==> src/rtl/opsor_pkg.sv <==
package opsor_pkg;

  localparam int GRID_ROWS_DEF = 28;
  localparam int GRID_COLS_DEF = 36;

  localparam int CELL_W    = 18;
  localparam int SWEEP_W   = 16;
  localparam int THR_W     = 32;
  localparam int ERR_W     = 48;
  localparam int CFG_W     = 32;
  localparam int CFG_IDX_W = 2;

  localparam logic signed [CELL_W-1:0] ONE_Q16 = 18'sd65536;
  localparam logic signed [CELL_W-1:0] CELL_MAX = 18'sd131071;
  localparam logic signed [CELL_W-1:0] CELL_MIN = -18'sd131072;

  // floor(q/5) as ((q + 5*2^23) * ceil(2^30/5)) >> 30, minus 2^23
  localparam logic [26:0] DIV_OFFSET = 27'd41943040;
  localparam logic [27:0] RECIP_5    = 28'd214748365;
  localparam logic signed [26:0] DIV_BIAS = 27'sd8388608;
  localparam logic signed [44:0] ROUND_ADD = 45'sd655360;

  typedef enum logic [1:0] {
    ACT_WRITE = 2'd0,
    ACT_RUN   = 2'd1,
    ACT_READ  = 2'd2
  } action_t;

  typedef enum logic [CFG_IDX_W-1:0] {
    REG_WEIGHT_X   = 2'd0,
    REG_WEIGHT_Y   = 2'd1,
    REG_ERR_THR    = 2'd2,
    REG_MAX_SWEEPS = 2'd3
  } cfg_reg_t;

  typedef struct packed {
    logic ready;
    logic accept;
    logic rd_res;
    logic cell_rd;
    logic old_ld;
    logic nb_rd;
    logic nb_mul;
    logic nb_acc;
    logic dx;
    logic dmul;
    logic dnv;
    logic dsq;
    logic derr;
    logic cell_next;
    logic sweep_end;
  } cmd_t;

  typedef struct packed {
    logic       in_valid;
    logic [1:0] action;
    logic       out_free;
    logic       fixed;
    logic       nb_last;
    logic       cell_last;
    logic       sweep_more;
  } status_t;

endpackage

==> src/rtl/opsor_ctrl.sv <==
module opsor_ctrl (
  input  logic              clk,
  input  logic              rst,
  input  opsor_pkg::status_t st,
  output opsor_pkg::cmd_t    cmd
);
  import opsor_pkg::*;

  typedef enum logic [13:0] {
    S_IDLE    = 14'b00000000000001,
    S_RD_WAIT = 14'b00000000000010,
    S_C_RD    = 14'b00000000000100,
    S_C_OLD   = 14'b00000000001000,
    S_N_RD    = 14'b00000000010000,
    S_N_MUL   = 14'b00000000100000,
    S_N_ACC   = 14'b00000001000000,
    S_D_X     = 14'b00000010000000,
    S_D_MUL   = 14'b00000100000000,
    S_D_NV    = 14'b00001000000000,
    S_D_SQ    = 14'b00010000000000,
    S_D_ERR   = 14'b00100000000000,
    S_C_NEXT  = 14'b01000000000000,
    S_SW_END  = 14'b10000000000000
  } state_t;

  state_t state, state_next;

  always_ff @(posedge clk) begin
    if (rst) begin
      state <= S_IDLE;
    end else begin
      state <= state_next;
    end
  end

  always_comb begin
    cmd        = '0;
    state_next = state;
    case (state)
      S_IDLE: begin
        cmd.ready  = st.out_free;
        cmd.accept = st.out_free && st.in_valid;
        if (cmd.accept) begin
          case (st.action)
            ACT_RUN:  state_next = S_C_RD;
            ACT_READ: state_next = S_RD_WAIT;
            default:  state_next = S_IDLE;
          endcase
        end
      end
      S_RD_WAIT: begin
        cmd.rd_res = 1'b1;
        state_next = S_IDLE;
      end
      S_C_RD: begin
        cmd.cell_rd = 1'b1;
        state_next  = S_C_OLD;
      end
      S_C_OLD: begin
        cmd.old_ld = 1'b1;
        state_next = st.fixed ? S_C_NEXT : S_N_RD;
      end
      S_N_RD: begin
        cmd.nb_rd  = 1'b1;
        state_next = S_N_MUL;
      end
      S_N_MUL: begin
        cmd.nb_mul = 1'b1;
        state_next = S_N_ACC;
      end
      S_N_ACC: begin
        cmd.nb_acc = 1'b1;
        state_next = st.nb_last ? S_D_X : S_N_RD;
      end
      S_D_X: begin
        cmd.dx     = 1'b1;
        state_next = S_D_MUL;
      end
      S_D_MUL: begin
        cmd.dmul   = 1'b1;
        state_next = S_D_NV;
      end
      S_D_NV: begin
        cmd.dnv    = 1'b1;
        state_next = S_D_SQ;
      end
      S_D_SQ: begin
        cmd.dsq    = 1'b1;
        state_next = S_D_ERR;
      end
      S_D_ERR: begin
        cmd.derr   = 1'b1;
        state_next = S_C_NEXT;
      end
      S_C_NEXT: begin
        cmd.cell_next = 1'b1;
        state_next    = st.cell_last ? S_SW_END : S_C_RD;
      end
      S_SW_END: begin
        cmd.sweep_end = 1'b1;
        state_next    = st.sweep_more ? S_C_RD : S_IDLE;
      end
      default: state_next = S_IDLE;
    endcase
  end

endmodule

==> config.mk <==
export PLATFORM = sky130hd
export DESIGN_NAME = opsor_ctrl
export DESIGN_NICKNAME = d
export VERILOG_FILES = /design/src/rtl/opsor_pkg.sv /design/src/rtl/opsor_ctrl.sv
export SDC_FILE = /design/constraint.sdc
export NUM_CORES = 1
export LEC_CHECK = 0
export CAP_MARGIN = 40
export CORE_ASPECT_RATIO = 1.2
export CORE_UTILIZATION = 34
export DETAILED_ROUTE_END_ITERATION = 10
export DONT_BUFFER_PORTS = 1
export SYNTH_ARGS = -nofsm -noshare
export SYNTH_HDL_FRONTEND = slang
export SYNTH_SLANG_ARGS = --single-unit
==> constraint.sdc <==
create_clock -name clk -period 4.41 [get_ports clk]
set_input_delay 0.2205 -clock clk [delete_from_list [all_inputs] [get_ports clk]]
set_output_delay 0.2205 -clock clk [all_outputs]
set_load 0.05 [all_outputs]
==> flow_summary.json <==
{
  "status": "complete, no violations",
  "netSwitchingFraction_pct": 27.3,
  "hold_violations": 0,
  "worstPathCellList": "or4_4, nor3_1, and4b_1",
  "globalRouteTotalUtil_pct": 17.5,
  "setup_viol": 0,
  "synth_nets": 124,
  "cts_sinks": 14,
  "synth.avg_cell_area_um2": 8.46,
  "dr.pass1.iters": 4,
  "portBuffers": 0,
  "dp_cells": 144,
  "min-delay-path-class": "in2reg",
  "cts_tree": "done",
  "fin_crit_sh_pct": 56.5,
  "p_clk_share_pct": 36.3,
  "ir_worst_vdd_mv": 0.136,
  "synth-seq-cells": 14,
  "grt_use_met2_pct": 29.3,
  "synth_flop_cell": "dfxtp_1",
  "grtUsageMet1_pct": 20.9,
  "busiest_layer": "met2",
  "cts_root_buffer": "clkbuf_4",
  "post-dp-hpwl_um": 1750,
  "boundaryPins": 25,
  "synth_commonest_cells": "14 x dfxtp_1, 10 x nor2_1, 8 x and2_1",
  "power.leakage_uw": 0.000467,
  "yosysUniqueCellTypes": 41,
  "die_h_um": 59.8,
  "drv_cap": 0,
  "placed_area_um2": 1000,
  "reg_top3": "state x14",
  "cp-start-kind": "flip-flop",
  "p_per_area_mw_per_mm2": 252,
  "remaining_drc_errors": 0,
  "cp_slowest_cell": "and4b_1",
  "routed_via_density": 5.48,
  "routabilityCongestion": 0.888,
  "worstSetupPathType": "reg2out",
  "worst_pin_slew_ns": 0.883,
  "drive_gt1_share_pct": 15.5,
  "grt_start_max_net_pins": 9,
  "antenna_found_initial": 0,
  "fin_crit_ns": 2.49,
  "fin_area_mm2": 0.00105,
  "async_flop_share_pct": 0,
  "met3_usage_pct": 3.82,
  "start_util_pct": 36.7,
  "cts_made_buffers": 3,
  "areaGrowthSynthToFinish_pct": 10.4,
  "rows": 20,
  "die_w_um": 50.2,
  "rsz0062_at_grt": "no",
  "wl_per_cell_um": 15.4,
  "end_kind": "output pin",
  "num_vias": 817,
  "worstPathArrival_ns": 2.27,
  "fin_cells": 149,
  "synth_seq_area_share_pct": 29.6,
  "ant_nets": 0,
  "clk_latency_ns": 0.28,
  "p_switching_uw": 71.7,
  "nets": 129,
  "cp.required_ns": 4.19,
  "yosys_warnings": 0,
  "dieArea_mm2": 0.00300,
  "largest_register": "state",
  "seqPwrFrac_pct": 49.5,
  "first_global_vias": 836,
  "synth_cells": 112,
  "drtIter0Drc": 29,
  "setup-tns-final_ns": 0,
  "worstPathMaxFanout": 7,
  "drt_wl_total_um": 2300,
  "fmax_ghz": 0.402,
  "largest_reg_flops": 14,
  "design.core.area_mm2": 0.00258,
  "syn_area_um2": 947,
  "antenna_cells": 0,
  "yosys.area.top_type": "dfxtp_1",
  "slew_viol_final": 0,
  "synth_edf_count": 0,
  "yosys.area.top_type_share_pct": 29.6,
  "grt_overflow": 0,
  "htree_levels": 1,
  "slew_headroom_pct": 40.9,
  "synth_most_common_cell": "dfxtp_1",
  "final_util_pct": 40.6,
  "internal_power_uw": 191,
  "cts_resized": 0,
  "clkTransAtPathRegs_ns": 0.09,
  "ys_top_cells_by_area": "dfxtp_1 30%, and2_1 5.3%, xor2_1 4.6%",
  "skew_ns": 0.000735,
  "comb_power_share_pct": 14.1,
  "cts_buffer_depth": 2,
  "slowest_delay_ns": 0.61,
  "grt_pass1_wl_um": 3870
}
-- worst max-delay path, delay by kind of cell (launching register included) --
kind | cells | cell delay (ns)
flip-flops | 1 | 0.39
AND/OR/NAND/NOR | 3 | 1.60
-- cells in the final DEF (no fill, tap or decap), types with 2 or more instances in the layout --
cell      synthesis  final
nand3_1           4      4
and4b_1           3      3
o21ai_0           7      7
nand2_1           5      5
and2_1            8      8
clkbuf_4          0      3
and3_1            2      2
dfxtp_1          14     14
a21oi_1           2      2
nor3b_2           0      2
buf_4             0      4
nor3_1            7      7
xor2_1            5      5
nand3b_1          2      2
nor3b_1           4      2
nor2_1           10     10
or3_1             3      3
ha_1              2      2
nor4_1            3      3
inv_1             5      5
-- power groups by stage --
stage	clock network [uW]	logic (uW)	registers [uW]
floorplan	0	30.3	132
global placement	0	35.5	133
detailed placement	0	36.0	133
CTS	97.7	37.3	130
global route	103	40.6	131
finish	95.6	37.1	130
-- what timing repair did --
item | CTS | global route
hold endpoints to repair | 3 | 0
hold buffers | 1 | 0
setup endpoints to repair | 0 | 0
setup buffers | 0 | 0
-- worst paths after layout --
check / from / endpoint / slack [ns] / cells after the start
setup / recovery: state[0] / cmd[6] / 1.92 / 3
hold / removal: rst / state[0] / 0.06 / 1
setup reg to reg: state[13] / state[1] / 2.16 / 4
hold reg to reg: state[6] / state[7] / 0.64 / 2
-- area by class of cell --
class                   instances  area (um^2)
fillers                       265         1530
multi-input cells              88          629
flip-flops and latches         14          280
well taps                      33         41.3
repair buffers                  5         40.0
clock buffers                   4         36.3
inverters                       5         18.8
-- through the flow --
stage / total power [uW] / hold WS [ns] / setup WS [ns]
detailed placement: 169 / 0.296 / 2.17
CTS: 265 / 0.0499 / 1.90
floorplan: 163 / 0.293 / 1.48
finish: 263 / 0.0552 / 1.92
global placement: 169 / 0.297 / 2.09
global route: 274 / 0.0375 / 1.81
-- per-layer routing --
| metal | up-vias | routed length (um) | share of wire [%] |
|---|---|---|---|
| met2 | 22 | 1140 | 50 |
| met3 | 2 | 139 | 6.1 |
| met1 | 381 | 999 | 44 |
| met5 | - | 0 | 0 |
| li1 | 412 | - | - |
| met4 | 0 | 18 | 0.78 |
-- cell families (layout without fill, tap and decap cells) --
family | Yosys count | count (layout) | synth area share, %
AND/OR/NAND/NOR | 65 | 65 | 46.8
AO/OA/AOI/OAI | 16 | 16 | 10.7
flip-flops | 14 | 14 | 29.6
buffers and inverters | 10 | 14 | 5.68
XOR/XNOR | 5 | 5 | 4.62
adder cells (fa/ha/maj) | 2 | 2 | 2.64
Note: power is estimated with default switching activity, not from simulation.
